$ cat config.mk
export PLATFORM = sky130hd
export DESIGN_NAME = bmv_fmul
export DESIGN_NICKNAME = d
export VERILOG_FILES = /design/src/hdl/bmv_pkg.sv /design/src/hdl/bmv_fmul.sv
export SDC_FILE = /design/constraint.sdc
export NUM_CORES = 2
export LEC_CHECK = 0
export ABC_AREA = 1
export BUFFER_PORTS_ARGS = -buffer_cell sky130_fd_sc_hd__buf_2
export CAP_MARGIN = 5
export CELL_PAD_IN_SITES_DETAIL_PLACEMENT = 1
export CELL_PAD_IN_SITES_GLOBAL_PLACEMENT = 1
export CORE_MARGIN = 3
export CORE_UTILIZATION = 48
export DETAILED_ROUTE_END_ITERATION = 8
export PLACE_DENSITY = 0.93
export SLEW_MARGIN = 10
export SYNTH_ARGS = -nofsm -noshare
export SYNTH_HDL_FRONTEND = slang
export SYNTH_SLANG_ARGS = --single-unit
$ cat constraint.sdc
create_clock -name clk -period 5.58 [get_ports clk]
set_clock_uncertainty 0.05 [all_clocks]
set_input_delay 0.558 -clock clk [delete_from_list [all_inputs] [get_ports clk]]
set_output_delay 0.558 -clock clk [all_outputs]
set_load 0.01 [all_outputs]
$ cat src/hdl/bmv_pkg.sv
// Shared types, constants and fp32 arithmetic helpers for the bf16 matrix-vector unit.
package bmv_pkg;

	// Input command codes.
	localparam logic CMD_LOAD   = 1'b0;
	localparam logic CMD_WEIGHT = 1'b1;

	// Configuration register indexes.
	localparam logic REG_ROW_LENGTH = 1'b0;
	localparam logic REG_ROW_COUNT  = 1'b1;

	localparam logic [13:0] ROW_LENGTH_RESET = 14'd1024;
	localparam logic [18:0] ROW_COUNT_RESET  = 19'd1024;
	localparam logic [18:0] ROW_COUNT_MAX    = 19'd262144;
	localparam int          WIDEN_SHIFT      = 16;
	localparam logic [31:0] QUIET_NAN        = 32'h7FC0_0000;

	// Result queue.
	localparam int FIFO_DEPTH = 8;
	localparam int FIFO_AW    = 3;

	// Row bookkeeping that travels with each weight down the pipeline.
	typedef struct packed {
		logic        first;
		logic        row_end;
		logic        last;
		logic [17:0] row;
	} tag_t;

	// One result as it sits in the queue.
	typedef struct packed {
		logic [31:0] sum;
		logic [17:0] row;
		logic        last;
	} result_t;

	// Round to nearest even and pack; a mantissa carry moves into the exponent field.
	function automatic logic [31:0] pack_round(logic sign, logic [7:0] ef, logic [23:0] man,
			logic g, logic s);
		logic        inc;
		logic [30:0] mag;
		inc = g & (s | man[0]);
		mag = {ef, man[22:0]} + {30'd0, inc};
		return {sign, mag};
	endfunction

	// Leading zero count of a 48-bit word.
	function automatic logic [5:0] lzc48(logic [47:0] v);
		logic [5:0] n;
		logic       hit;
		n = 6'd0;
		hit = 1'b0;
		for (int i = 47; i >= 0; i--) begin
			if (!hit && v[i]) begin
				hit = 1'b1;
				n = 6'(47 - i);
			end
		end
		return n;
	endfunction

	// Leading zero count of a 27-bit word.
	function automatic logic [4:0] lzc27(logic [26:0] v);
		logic [4:0] n;
		logic       hit;
		n = 5'd0;
		hit = 1'b0;
		for (int i = 26; i >= 0; i--) begin
			if (!hit && v[i]) begin
				hit = 1'b1;
				n = 5'(26 - i);
			end
		end
		return n;
	endfunction

	// IEEE single precision add with round to nearest even; NaN results are the quiet NaN.
	function automatic logic [31:0] fp_add(logic [31:0] a, logic [31:0] b);
		logic [31:0] x, y, res;
		logic [7:0]  ex, ey, d;
		logic [23:0] mx, my;
		logic [26:0] bx, by, bys, mask;
		logic        st, sub, a_nan, b_nan, a_inf, b_inf;
		logic [27:0] r28;
		logic [26:0] r27;
		logic [4:0]  lz, sh;
		logic [8:0]  e;
		a_nan = (a[30:23] == 8'hFF) && (a[22:0] != 23'd0);
		b_nan = (b[30:23] == 8'hFF) && (b[22:0] != 23'd0);
		a_inf = (a[30:23] == 8'hFF) && (a[22:0] == 23'd0);
		b_inf = (b[30:23] == 8'hFF) && (b[22:0] == 23'd0);
		res = 32'd0;
		if (a_nan || b_nan || (a_inf && b_inf && (a[31] != b[31]))) begin
			res = QUIET_NAN;
		end else if (a_inf) begin
			res = a;
		end else if (b_inf) begin
			res = b;
		end else begin
			// Larger magnitude first.
			if (a[30:0] < b[30:0]) begin
				x = b;
				y = a;
			end else begin
				x = a;
				y = b;
			end
			ex = (x[30:23] == 8'd0) ? 8'd1 : x[30:23];
			ey = (y[30:23] == 8'd0) ? 8'd1 : y[30:23];
			mx = {x[30:23] != 8'd0, x[22:0]};
			my = {y[30:23] != 8'd0, y[22:0]};
			d = ex - ey;
			bx = {mx, 3'b000};
			by = {my, 3'b000};
			// Align the smaller operand, folding lost bits into a sticky bit.
			if (d >= 8'd27) begin
				bys = 27'd0;
				st = |my;
			end else begin
				mask = (27'd1 << d[4:0]) - 27'd1;
				bys = by >> d[4:0];
				st = |(by & mask);
			end
			bys[0] = bys[0] | st;
			sub = x[31] ^ y[31];
			if (sub) begin
				r28 = {1'b0, bx} - {1'b0, bys};
			end else begin
				r28 = {1'b0, bx} + {1'b0, bys};
			end
			if (r28 == 28'd0) begin
				res = {sub ? 1'b0 : x[31], 31'd0};
			end else begin
				if (r28[27]) begin
					r27 = {r28[27:2], r28[1] | r28[0]};
					e = {1'b0, ex} + 9'd1;
				end else begin
					lz = lzc27(r28[26:0]);
					// Do not shift below the smallest exponent.
					sh = ({3'b000, lz} > (ex - 8'd1)) ? 5'(ex - 8'd1) : lz;
					r27 = r28[26:0] << sh;
					e = {1'b0, ex} - {4'd0, sh};
					if (!r27[26]) begin
						e = 9'd0;
					end
				end
				if (e >= 9'd255) begin
					res = {x[31], 8'hFF, 23'd0};
				end else begin
					res = pack_round(x[31], e[7:0], r27[26:3], r27[2], |r27[1:0]);
				end
			end
		end
		return res;
	endfunction

endpackage

$ cat src/hdl/bmv_fmul.sv
// Three-stage fp32 multiplier with round to nearest even and subnormal support.
module bmv_fmul (
	input  logic        clk,
	input  logic        arst_n,
	input  logic        in_valid,
	input  logic [31:0] a,
	input  logic [31:0] b,
	output logic        out_valid,
	output logic [31:0] prod
);

	logic        v_s2, v_s3, v_s4;
	logic [47:0] m_s2;
	logic [8:0]  esum_s2;
	logic        sign_s2, nan_s2, inf_s2, zero_s2;
	logic [47:0] mn_s3;
	logic [9:0]  er_s3;
	logic        sign_s3, nan_s3, inf_s3, zero_s3;
	logic [31:0] prod_s4;

	logic        a_nan, b_nan, a_inf, b_inf, a_zero, b_zero;
	logic [23:0] ma, mb;
	logic [7:0]  ea, eb;
	logic [5:0]  lz;
	logic [8:0]  dsh;
	logic [47:0] t, mask;
	logic        lost;
	logic [31:0] p_next;

	// Operand classification.
	always_comb begin
		a_nan = (a[30:23] == 8'hFF) && (a[22:0] != 23'd0);
		b_nan = (b[30:23] == 8'hFF) && (b[22:0] != 23'd0);
		a_inf = (a[30:23] == 8'hFF) && (a[22:0] == 23'd0);
		b_inf = (b[30:23] == 8'hFF) && (b[22:0] == 23'd0);
		a_zero = (a[30:0] == 31'd0);
		b_zero = (b[30:0] == 31'd0);
		ea = (a[30:23] == 8'd0) ? 8'd1 : a[30:23];
		eb = (b[30:23] == 8'd0) ? 8'd1 : b[30:23];
		ma = {a[30:23] != 8'd0, a[22:0]};
		mb = {b[30:23] != 8'd0, b[22:0]};
	end

	// Stage 2: mantissa product.
	always_ff @(posedge clk or negedge arst_n) begin
		if (!arst_n) begin
			v_s2 <= 1'b0;
		end else begin
			v_s2 <= in_valid;
		end
	end

	always_ff @(posedge clk) begin
		m_s2 <= ma * mb;
		esum_s2 <= {1'b0, ea} + {1'b0, eb};
		sign_s2 <= a[31] ^ b[31];
		nan_s2 <= a_nan || b_nan || (a_inf && b_zero) || (b_inf && a_zero);
		inf_s2 <= a_inf || b_inf;
		zero_s2 <= a_zero || b_zero;
	end

	// Stage 3: normalize the product to a leading one at the top bit.
	assign lz = bmv_pkg::lzc48(m_s2);

	always_ff @(posedge clk or negedge arst_n) begin
		if (!arst_n) begin
			v_s3 <= 1'b0;
		end else begin
			v_s3 <= v_s2;
		end
	end

	always_ff @(posedge clk) begin
		mn_s3 <= m_s2 << lz;
		er_s3 <= {1'b0, esum_s2} - 10'd126 - {4'd0, lz};
		sign_s3 <= sign_s2;
		nan_s3 <= nan_s2;
		inf_s3 <= inf_s2;
		zero_s3 <= zero_s2 || (m_s2 == 48'd0);
	end

	// Stage 4: denormalize if needed, round and pack.
	always_comb begin
		dsh = 9'(10'd1 - er_s3);
		t = mn_s3;
		lost = 1'b0;
		mask = 48'd0;
		p_next = 32'd0;
		if (nan_s3) begin
			p_next = bmv_pkg::QUIET_NAN;
		end else if (inf_s3) begin
			p_next = {sign_s3, 8'hFF, 23'd0};
		end else if (zero_s3) begin
			p_next = {sign_s3, 31'd0};
		end else if (!er_s3[9] && (er_s3 >= 10'd255)) begin
			p_next = {sign_s3, 8'hFF, 23'd0};
		end else if (!er_s3[9] && (er_s3 != 10'd0)) begin
			p_next = bmv_pkg::pack_round(sign_s3, er_s3[7:0], mn_s3[47:24], mn_s3[23],
				|mn_s3[22:0]);
		end else begin
			if (dsh >= 9'd48) begin
				t = 48'd0;
				lost = |mn_s3;
			end else begin
				mask = (48'd1 << dsh[5:0]) - 48'd1;
				t = mn_s3 >> dsh[5:0];
				lost = |(mn_s3 & mask);
			end
			p_next = bmv_pkg::pack_round(sign_s3, 8'd0, t[47:24], t[23], (|t[22:0]) | lost);
		end
	end

	always_ff @(posedge clk or negedge arst_n) begin
		if (!arst_n) begin
			v_s4 <= 1'b0;
		end else begin
			v_s4 <= v_s3;
		end
	end

	always_ff @(posedge clk) begin
		prod_s4 <= p_next;
	end

	assign out_valid = v_s4;
	assign prod = prod_s4;

endmodule

==> results of run 1 <==
==> metrics by stage <==
stage | area (sq um) | cells | setup TNS [ns] | util (%) | worst slack, ns
CTS | 37200 | 5703 | -26.90 | 56.4 | -1.38
detailed placement | 35600 | 5640 | -43.41 | 53.9 | -1.79
global placement | 35600 | 5640 | -31.32 | 53.9 | -1.45
floorplan | 33100 | 4610 | -15.66 | - | -1.08
==> cell families after synthesis <==
| kind of cell | after synthesis |
|---|---|
| adder cells (fa/ha/maj) | 685 |
| AND/OR/NAND/NOR | 2056 |
| multiplexers | 14 |
| buffers and inverters | 1190 |
| AO/OA/AOI/OAI | 402 |
| XOR/XNOR | 105 |
| flip-flops | 158 |
==> per-layer routing <==
metal  track usage, %  overflow
met1             69.2         0
met2             85.4        10
met3             61.2         3
met4             69.8        19
met5             37.6         0
==> repair_timing <==
item | CTS
setup buffers | 34
endpoints found under the setup margin | 36
endpoints found under the hold margin | 3
pin swaps | 78
hold buffers | 1
resized for setup | 193
==> run_results.csv, run 1 <==
group,metric,value,unit
synth,ys_seq_area_share,9.92,%
synth,synth-simple-area-share,27.4,%
clock_tree,cts_sinks,158,
synth,syn-num-nets,5362,
floorplanning,pin_count,100,
floorplanning,die_h,264,um
placed_design,gp_congestion,0.997,
floorplanning,die_x,264,um
global_route,overflow,32,
global_route,grt_start_max_net_pins,51,
run_status,haltStage,"global routing (5_1_grt)",
synth,synth_seq_cells,158,
floorplanning,start_util,48.5,%
synth,synth-compound-area-share,6.89,%
global_route,grt_usage,71.2,%
run_status,outcome,"aborted with a tool error",
synth,synth_most_common_cell,"nand2_1",
synth,synth_top_family_by_area,"adder cells",
synth,synth_top_cell_area_share,30.3,%
synth,yosysWarnings,0,
run_status,stop_error,"[ERROR GRT-0232] Routing congestion too high. Check the congestion heatmap in the GUI.",
synth,syn_inst,4610,
synth,synth.area.top_cells,"fa_1, nand2_1, inv_1",
synth,netlist_area,32000,sq um
placed_design,portBuffers,99,
synth,synthTopCellsByCount,"nand2_1, inv_1, fa_1",
synth,async_reset_ff_share,1.90,%
synth,muxShareOfSynthArea,0.438,%
clock_tree,cts_max_path_buffers,2,
floorplanning,placementRows,94,
synth,synthFlopType,"dfxtp_1",
synth,synth_enable_flop_cells,0,
clock_tree,numCtsBuffers,17,
synth,synth_area_leader_cell,"fa_1",
synth,ys_types,63,
synth,synth_xor_area_share,2.90,%
clock_tree,cts_root_buffer,"clkbuf_16",
placed_design,dp_hpwl,113000,um
synth,synth_fa_ha_area_share,38.1,%
clock_tree,htree_levels,4,
synth,syn_avg_cell_area,6.95,sq um
==> inputs of run 2 (changes only) <==
--- a/config.mk
+++ b/config.mk
@@ -8,12 +8,10 @@
 export ABC_AREA = 1
 export BUFFER_PORTS_ARGS = -buffer_cell sky130_fd_sc_hd__buf_2
 export CAP_MARGIN = 5
-export CELL_PAD_IN_SITES_DETAIL_PLACEMENT = 1
-export CELL_PAD_IN_SITES_GLOBAL_PLACEMENT = 1
 export CORE_MARGIN = 3
-export CORE_UTILIZATION = 48
+export CORE_UTILIZATION = 35
 export DETAILED_ROUTE_END_ITERATION = 8
-export PLACE_DENSITY = 0.93
+export PLACE_DENSITY_LB_ADDON = 0.15
 export SLEW_MARGIN = 10
 export SYNTH_ARGS = -nofsm -noshare
 export SYNTH_HDL_FRONTEND = slang
==> run 2 against run 1 <==
Against the previous run: the flow now finishes, with violations (negative setup slack); synthesized cell count is the same; area after synthesis did not move.
==> run_results.csv, run 2 <==
group,metric,value,unit
layout,final_cell_mix,"nand2_1, inv_1, fa_1",
synth,ys_seq_area_share,9.92,%
synth,netlist_area,32000,sq um
detailed_routing,ant_nets,0,
worst_setup_path,cpMostUsedCell,"fa_1",
global_route,grt_pass1_vias,30591,
synth,synth_enable_flop_cells,0,
synth,synth_top_cell_area_share,30.3,%
layout,drive_gt1_share,15.1,%
global_route,antenna_found_initial,0,
layout,final_common_cell,"nand2_1",
placed_design,portBuffers,99,
synth,ys_types,63,
clock_tree,cts_max_path_buffers,2,
synth,synth_seq_cells,158,
timing,fmax,155,MHz
worst_setup_path,endpoint,"m_s2[45]$_DFF_P_",
placed_design,gp_congestion,0.945,
worst_setup_path,cp_top_family,"adder cells",
detailed_routing,route.detailed.drc,0,
layout,area_delta_synth_final,18.3,%
detailed_routing,first_pass_iters,6,
global_route,grt_usage,21.6,%
synth,synth_most_common_cell,"nand2_1",
placed_design,dp_hpwl,85600,um
timing,setup_violations,24,
layout,nNetsFinal,5585,
worst_setup_path,slowest_stage,"fa_2",
timing,drv_slew,0,
global_route,grt_pass1_wl,164000,um
timing,post-route-period-util,116,%
global_route,overflow,0,
detailed_routing,routed-via-count,29664,
worst_setup_path,arrival,6.78,ns
timing,post-route-min-period,6.46,ns
synth,synth.area.top_cells,"fa_1, nand2_1, inv_1",
placed_design,dpl_cell_area,36100,sq um
worst_setup_path,reg2reg_depth,21,
worst_setup_path,crit_fanout,5,
worst_setup_path,criticalPathCategory,"in -> reg",
worst_setup_path,startpoint_type,"input port",
layout,insertedDiodeCount,0,
detailed_routing,wirelength,100000,um
clock_tree,cts_sinks,158,
clock_tree,clkLatencyLatePin,0.44,ns
timing,finalHoldViolCount,0,
clock_tree,cts_root_buffer,"clkbuf_16",
worst_setup_path,cp_slowest_stage_delay,0.59,ns
worst_setup_path,startpoint,"a[27]",
floorplanning,die_h,308,um
worst_setup_path,crit_buf_inv,4,
synth,async_reset_ff_share,1.90,%
worst_setup_path,rrSetupSlack,0.99,ns
clock_tree,clk_pin_slew,0.07,ns
floorplanning,pin_count,100,
run_status,violations,"negative setup slack",
timing,tightest_slew,1.06,ns
timing,timing.final.ws_setup,-0.877,ns
timing,rsz0062_at_grt,"true",
synth,yosysWarnings,0,
layout,design_area,37900,sq um
floorplanning,core-area,90400,sq um
timing,hold_ws,0.164,ns
timing,slew_headroom,29.1,%
synth,syn_avg_cell_area,6.95,sq um
synth,synthTopCellsByCount,"nand2_1, inv_1, fa_1",
synth,syn_inst,4610,
run_status,outcome,"finished, violations left",
synth,syn-num-nets,5362,
synth,synth_area_leader_cell,"fa_1",
layout,fillerInstances,9543,
clock_tree,numCtsBuffers,17,
clock_tree,cts_tree,"done",
placed_design,dp_slack,-1.59,ns
floorplanning,placementRows,110,
worst_setup_path,cp.depth,26,
floorplanning,start_util,35.4,%
detailed_routing,post_drt_wl_per_cell,16.7,um
global_route,grt_start_max_net_pins,50,
worst_hold_path,min_path_type,"in -> reg",
floorplanning,die_x,308,um
floorplanning,die-area,95200,sq um
detailed_routing,viasPerCell,4.93,
worst_setup_path,cp-end-kind,"flop",
clock_tree,htree_levels,4,
worst_setup_path,worstPathRequired,5.90,ns
run,maxCapViolations,0,
detailed_routing,drt_iter0_markers,1963,
worst_setup_path,r2r-end,"prod[14]$_SDFF_PP0_",
synth,synthFlopType,"dfxtp_1",
worst_setup_path,timing.rr.start,"er_s3[0]$_DFF_P_",
-- run 2: cell counts after synthesis --
No cell type changed its count.
-- run 2: worst min-delay path by stage --
stage | cells past startpoint | to | from
2_1_floorplan | 0 | out_valid$_DFF_PN0_ | arst_n
3_3_place_gp | 0 | sign_s3$_DFF_P_ | sign_s2$_DFF_P_
3_5_place_dp | 0 | nan_s3$_DFF_P_ | nan_s2$_DFF_P_
4_1_cts | 1 | v_s2$_DFF_PN0_ | in_valid
5_1_grt | 1 | v_s2$_DFF_PN0_ | in_valid
6_report | 1 | v_s2$_DFF_PN0_ | in_valid
-- run 2: through the flow --
step | TNS [ns] | instances | util [%]
finish | -13.98 | 6022 | 41.9
floorplan | -15.66 | 4610 | -
global route | -18.97 | 6022 | 41.9
global placement | -33.10 | 5966 | 40.0
detailed placement | -34.41 | 5966 | 40.0
CTS | -13.50 | 6010 | 41.1
-- run 2: timing repair --
item | in CTS | in global routing
endpoints found under the setup margin | 29 | 30
pin swaps | 55 | 69
setup buffers | 13 | 11
hold endpoints to repair | 3 | 0
hold buffers | 1 | 0
cloned | 0 | 2
gates resized for setup | 97 | 142
-- run 2: area by class of cell --
type	count	area [sq um]	area share, %
multi-input cells	3262	25300	66.8
repair buffers	454	3800	10.0
inverters	940	3540	9.34
flip-flops and latches	158	3180	8.39
well taps	1176	1470	3.88
clock buffers	18	429	1.13
clock inverters	14	164	0.433
-- run 2: cell families after synthesis --
logic type	synth area share [%]
simple gates	27.4
compound gates	6.89
flops	9.92
mux	0.438
buf+inv	14.3
xor+xnor	2.90
fa+ha+maj	38.1
-- run 2: routing by layer --
metal / vias up / track usage (%) / share of wire [%]
met2: 673 / 36.6 / 47
met1: 14351 / 29.9 / 46
met5: - / 0 / 0
li1: 14531 / - / -
met3: 109 / 1.98 / 4.4
met4: 0 / 4.66 / 1.9
-- run 2: worst register-to-register path: stages, from the launching register on --
cell and delay (ns):
dfxtp_2 0.74, inv_1 0.49, nand2_1 0.16, o21ai_0 0.12
nand2_1 0.08, o21ai_0 0.12, nand2_1 0.09, nand2_1 0.08
o21ai_0 0.28, nand2_1 0.12, o21ai_0 0.09, nand2_1 0.10
nor2_2 0.26, ha_1 0.20, inv_1 0.07, nor3_2 0.26
nand4_1 0.25, nor2_2 0.23, nand3_1 0.13, xor2_1 0.17
o21ai_0 0.31, inv_1 0.08
Power of run 2 is not shown: default switching activity piles up to over one toggle a cycle in this logic, so the estimate is an artifact.
